===== config.mk =====
export PLATFORM = sky130hd
export DESIGN_NAME = vcc_out_fifo
export DESIGN_NICKNAME = d
export VERILOG_FILES = /design/src/rtl/core/vcc_pkg.sv /design/src/rtl/core/vcc_out_fifo.sv
export SDC_FILE = /design/constraint.sdc
export NUM_CORES = 1
export LEC_CHECK = 0
export BUFFER_PORTS_ARGS = -buffer_cell sky130_fd_sc_hd__buf_2
export CELL_PAD_IN_SITES_DETAIL_PLACEMENT = 1
export CELL_PAD_IN_SITES_GLOBAL_PLACEMENT = 1
export CORE_MARGIN = 2
export CORE_UTILIZATION = 30
export DETAILED_ROUTE_END_ITERATION = 10
export PLACE_DENSITY = 0.58
export SLEW_MARGIN = 5
export SYNTH_ARGS = -nofsm -noshare
export SYNTH_HDL_FRONTEND = slang
export SYNTH_SLANG_ARGS = --single-unit

===== constraint.sdc =====
create_clock -name clock -period 9.26 [get_ports clock]
set_clock_uncertainty 0.2 [all_clocks]
set_input_delay 1.389 -clock clock [delete_from_list [all_inputs] [get_ports clock]]
set_output_delay 1.389 -clock clock [all_outputs]
set_load 0.02 [all_outputs]

===== src/rtl/core/vcc_pkg.sv =====
`timescale 1ns / 1ps
package vcc_pkg;
   localparam int MAX_WIDTH   = 1024;
   localparam int MAX_HEIGHT  = 4096;
   localparam int MAX_KERNEL  = 16;
   localparam int SAMPLE_BITS = 16;
   localparam int COL_BITS    = 10;
   localparam int ROW_BITS    = 12;
   localparam int KIDX_BITS   = 4;
   localparam int KDIM_BITS   = 5;
   localparam int WCFG_BITS   = 11;
   localparam int HCFG_BITS   = 13;
   localparam int PROD_BITS   = 32;
   localparam int SUM_BITS    = 40;
   localparam int FIFO_DEPTH  = 16;
   localparam int FIFO_ABITS  = 4;
   localparam int CSR_IDX_BITS = 2;

   localparam logic FUNC_LOAD   = 1'b0;
   localparam logic FUNC_SAMPLE = 1'b1;

   localparam logic [CSR_IDX_BITS-1:0] REG_IMAGE_WIDTH   = 2'd0;
   localparam logic [CSR_IDX_BITS-1:0] REG_IMAGE_HEIGHT  = 2'd1;
   localparam logic [CSR_IDX_BITS-1:0] REG_KERNEL_WIDTH  = 2'd2;
   localparam logic [CSR_IDX_BITS-1:0] REG_KERNEL_HEIGHT = 2'd3;

   typedef struct packed {
      logic                 shift_en;
      logic                 row_on;
      logic [KDIM_BITS-1:0] kw;
   } cell_ctrl_type;

   typedef struct packed {
      logic [ROW_BITS-1:0]        out_row;
      logic [COL_BITS-1:0]        out_col;
      logic signed [SUM_BITS-1:0] dot_sum;
      logic                       frame_last;
   } result_type;
endpackage


===== src/rtl/core/vcc_out_fifo.sv =====
`timescale 1ns / 1ps
module vcc_out_fifo (
   input  logic                   clock,
   input  logic                   reset,
   input  logic                   wr_en,
   input  vcc_pkg::result_type    wr_data,
   output logic                   rd_valid,
   input  logic                   rd_ready,
   output vcc_pkg::result_type    rd_data
);
   vcc_pkg::result_type mem_ff [vcc_pkg::FIFO_DEPTH];
   logic [vcc_pkg::FIFO_ABITS-1:0] wr_ptr_ff, wr_ptr_in;
   logic [vcc_pkg::FIFO_ABITS-1:0] rd_ptr_ff, rd_ptr_in;
   logic [vcc_pkg::FIFO_ABITS:0]   count_ff, count_in;
   logic                           pop;

   assign rd_valid = count_ff != '0;
   assign rd_data  = mem_ff[rd_ptr_ff];
   assign pop      = rd_valid && rd_ready;

   always_comb begin
      wr_ptr_in = wr_ptr_ff + (wr_en ? 1'b1 : 1'b0);
      rd_ptr_in = rd_ptr_ff + (pop ? 1'b1 : 1'b0);
      count_in  = count_ff + (wr_en ? 1'b1 : 1'b0) - (pop ? 1'b1 : 1'b0);
   end

   always_ff @(posedge clock) begin
      if (reset) begin
         wr_ptr_ff <= '0;
         rd_ptr_ff <= '0;
         count_ff  <= '0;
      end else begin
         wr_ptr_ff <= wr_ptr_in;
         rd_ptr_ff <= rd_ptr_in;
         count_ff  <= count_in;
      end
   end

   always_ff @(posedge clock) begin
      if (wr_en) begin
         mem_ff[wr_ptr_ff] <= wr_data;
      end
   end
endmodule


After elaboration in Yosys (flattened, before gate mapping)
Memory sizes are Yosys's and may differ from the RTL's. A register that Yosys moved wholly into a read port is not among the register bits.
Index checks and enable logic that the tools add are counted.
- output and inout bits: 64
- register bits after elaboration: 13
- memory bits (writable): 1008
- memories: 1
- reductions and logical operators: 2
- add/subtract/negate cells: 4
- mux-type cells: 7
- memory list (memory ; words ; width ; rd ports ; clocked after memory_dff ; wr ports ; line ; RTL):
    mem_ff ; 16 ; 63 ; 1 ; 1 ; 1 ; vcc_out_fifo.sv:11 ; vcc_pkg::result_type mem_ff [vcc_pkg::FIFO_DEPTH];
- operators by type and width (kind ; count):
    adder 4 x 1 -> 4 bit ; 2
    2-to-1 mux 1 bit ; 6
    adder 5 x 1 -> 5 bit ; 1
    nonzero test 5 bit ; 1
    subtractor 5 x 1 -> 5 bit ; 1
    2-to-1 mux 4 bit ; 1
    logical AND 1 bit ; 1

Logic depth before layout (Yosys ltp)
- depth after elaboration: 5
- mapped depth: 13
- mapped depth without buffers: 13

Worst setup path before layout
Ideal clock, no wire load.
- path kind: input to register
- start: input port wr_en
- end: memory mem_ff[0][0] (netlist name), enable pin
- setup slack: 2338 ps
- stages: 2
- arrival time: 6160 ps
- buffers on the path: 0
- data required time: 8499 ps
- setup time: 561 ps
- path through: or3b_2 nor3_1
- cells in the longest elaborated chain, start to end: 2
- RTL lines (item ; line ; RTL):
    from (decl) ; vcc_out_fifo.sv:5 ; input logic wr_en,
    2-to-1 mux 1 bit ; vcc_out_fifo.sv:40 ; if (wr_en) begin
    2-to-1 mux 1 bit (implied by the code) ; vcc_out_fifo.sv:41 ; mem_ff[wr_ptr_ff] <= wr_data;
    to (decl) ; vcc_out_fifo.sv:11 ;
No other way between the ends.

==> qor.txt <==
Sink Count = 1021
Pre-Repair DR Iteration Count = 7
Deepest clock path buffer count = 3
Largest net degree at the start of global routing = 151
Max_cap viols = 0
LEAKAGE = 13.7 nW
Fin util = 0.350
Post_cts resized = 0
Hpwl dp = 49300 microns
Power per cell area = 252 nW/um^2
Peak supply drop = 170 uV
Later-pin clock latency in the skew report = 0.71 ns
Final Max Slew Viols = 0
Global-route wire length before repair = 142000 microns
Synth Area in Simple Gates = 0.0125
Post-Syn Nets = 1701
Synth cell types = 28
Chip Height = 362 microns
Layout Nets = 1900
Met2 WL = 50100 microns
Relative slew slack = 0.0758
Avg WL per Cell = 27.5 microns
Placed cell areas = 41100 sq um
Worst slew pin tran = 1.39 ns
Clk root buf = clkbuf_16
Final setup TNS = 0 ns
Row Count = 131
Num CTS Buffers = 109
R2R Path End = count_ff[4]$_SDFF_PP0_
Largest family of logic cells by synthesized area = multiplexers
Area Overhead vs Synth = 16.1%
Clock-pin slew on the worst setup and hold paths = 0.06 ns
GRT overflow = 0
Post-DRT Antenna Nets = 0
Worst Path Max Fanout = 101
Boundary Pins = 131
Drt drc = 0
H-tree levels = 3
Crit path launch type = register
Final Cell Area = 44600 sq um
Synth Area in Adders = 0.00378
Crit path capture type = output port
Initial Utilization = 0.302
Fillcell total = 12.3k
Compound-Gate Fraction of Synth Area = 0.0253
Vias = 17.7k
R2R Path Start = count_ff[2]$_SDFF_PP0_
Hold Startpoint = wr_ptr_ff[3]$_SDFF_PP0_
Uppermost layer routed = met5
#FFs+latches synth = 1021
Wire length on met3 = 4430 microns
Number of hold buffers added after cts = 0
Mapped Area = 38400 sq um
Share of cells above drive strength 1 = 0.314
Fmax = 0.178 GHz
Reg2Reg Setup Slack = 5.87 ns
Tot GR Track Use = 0.152
Post CTS Setup Buffer Count = 0
Fin. Hold Viols = 0
Final WL = 98500 microns
Crit Path Category = register to output port
GPL Wtd Cong = 0.686
Met1 WL = 41900 microns
Iteration-0 DRC Markers = 1696
WHS Endpoint = wr_ptr_ff[3]$_SDFF_PP0_
YS warnings = 0
Hold path depth = 2
R2R depth = 13
Mapped Cells = 1623
Clock period minus worst slack = 5.61 ns
Die Area = 131000 sq um
Worst EP arrival = 4.02 ns
Register area share after synthesis = 0.796
XOR/XNOR Fraction of Synth Area = 0.00137
Buffers added on ports = 130
Die Wd = 362 microns
Initial antenna violation count = 14
Mux contribution to synthesized area = 0.148
CTS tree = built
Drt via density = 4.95
Final setup fails = 0
Mean Syn Cell Area = 23.6 sq um
Vias in the first global route = 19.6k
Final worst path period share = 0.606
Core footprint = 127000 sq um
Commonest non-fill, non-tap cell in the layout = edfxtp_1
RSZ-0062 raised after global routing = false
Commonest non-fill, non-tap cells in the layout = 1008 x edfxtp_1, 252 x mux4_2, 130 x buf_2, 126 x a22oi_1, 111 x clkbuf_16
Outcome = completed
Min-delay worst type = register to register
CP Data Required Time = 7.67 ns
[cell usage after synthesis (all sizes together)]
cell type,n,share of area
edfxtp,1008,0.79
nand2b,2,0.00033
nor2,19,0.0019
nand2,64,0.0063
a21oi,2,0.00026
xnor2,3,0.00068
nor3,5,0.00065
or4b,1,0.00026
a21o,1,0.00020
and2,2,0.00033
nand3b,2,0.00039
mux4,252,0.15
a22oi,126,0.025
or3b,1,0.00023
o21bai,1,0.00020
ha,10,0.0033
inv,8,0.00078
nor2b,9,0.0015
fa,1,0.00052
dfxtp,13,0.0068
nor3b,1,0.00020
nand3,4,0.00052
xor2,3,0.00068
clkbuf,35,0.0034
buf,50,0.0094
[worst max-delay path: stages, from the launching register on]
cell     delay, ns
dfxtp_4       0.75
buf_12        0.71
buf_4         0.59
mux4_2        0.57
a22oi_1       0.24
nand2_1       0.19
buf_2         0.21
[worst max path at each step]
| stage | start | endpoint | slack, ns | depth (start not counted) |
|---|---|---|---|---|
| 2_1_floorplan | wr_en | mem_ff[0][0]$_DFFE_PP_ | 2.34 | 2 |
| 3_3_place_gp | rd_ptr_ff[0]$_SDFF_PP0_ | rd_data[51] | 4.26 | 6 |
| 3_5_place_dp | rd_ptr_ff[0]$_SDFF_PP0_ | rd_data[50] | 4.25 | 6 |
| 4_1_cts | rd_ptr_ff[0]$_SDFF_PP0_ | rd_data[46] | 3.43 | 6 |
| 5_1_grt | rd_ptr_ff[0]$_SDFF_PP0_ | rd_data[50] | 3.27 | 6 |
| 6_report | rd_ptr_ff[0]$_SDFF_PP0_ | rd_data[48] | 3.65 | 6 |
[cell type report]
class                      count  area [sq um]  share of cell area
sequential                  1021         30500               0.685
multi-input combinational    509          7460               0.167
clock buffer                 129          2850              0.0638
tap                         1662          2080              0.0467
timing repair buffer         173          1010              0.0227
clock inverter                73           602              0.0135
inverter                       8          30.0            0.000674
antenna                        3          7.51            0.000168
[stage by stage]
step	power [mW]	hold WS, ns	cells	worst slack [ns]
final	11.2	0.389	3578	3.65
after global routing	11.7	0.429	3575	3.27
after CTS	11.4	0.384	3575	3.43
after detailed placement	7.16	0.363	3373	4.25
after global placement	7.12	0.356	3373	4.26
after floorplan	6.68	0.326	1623	2.34
[report_power, final]
part / internal (mW) / switching, mW / total (mW)
Combinational: 0.856 / 0.932 / 1.79
Sequential: 5.15 / 0.0754 / 5.23
Clock: 2.44 / 1.80 / 4.23
[flip-flops by register name (all words and copies together), names as in the netlist]
name / count
mem_ff: 1008
count_ff: 5
rd_ptr_ff: 4
wr_ptr_ff: 4
[per-layer routing]
layer	global-route usage	vias to the layer above
li1	-	7367
met1	0.199	9731
met2	0.261	449
met3	0.0245	147
met4	0.0417	8
met5	0	-
[logic make-up (layout without fill, tap and decap cells)]
logic type,after synthesis,after routing
AO/OA/AOI/OAI,130,130
XOR/XNOR,6,6
adder cells (fa/ha/maj),11,11
buffers and inverters,93,383
flip-flops,1021,1021
multiplexers,252,252
other,0,3
AND/OR/NAND/NOR,110,110
No activity file was read; power rests on OpenSTA's default activity.
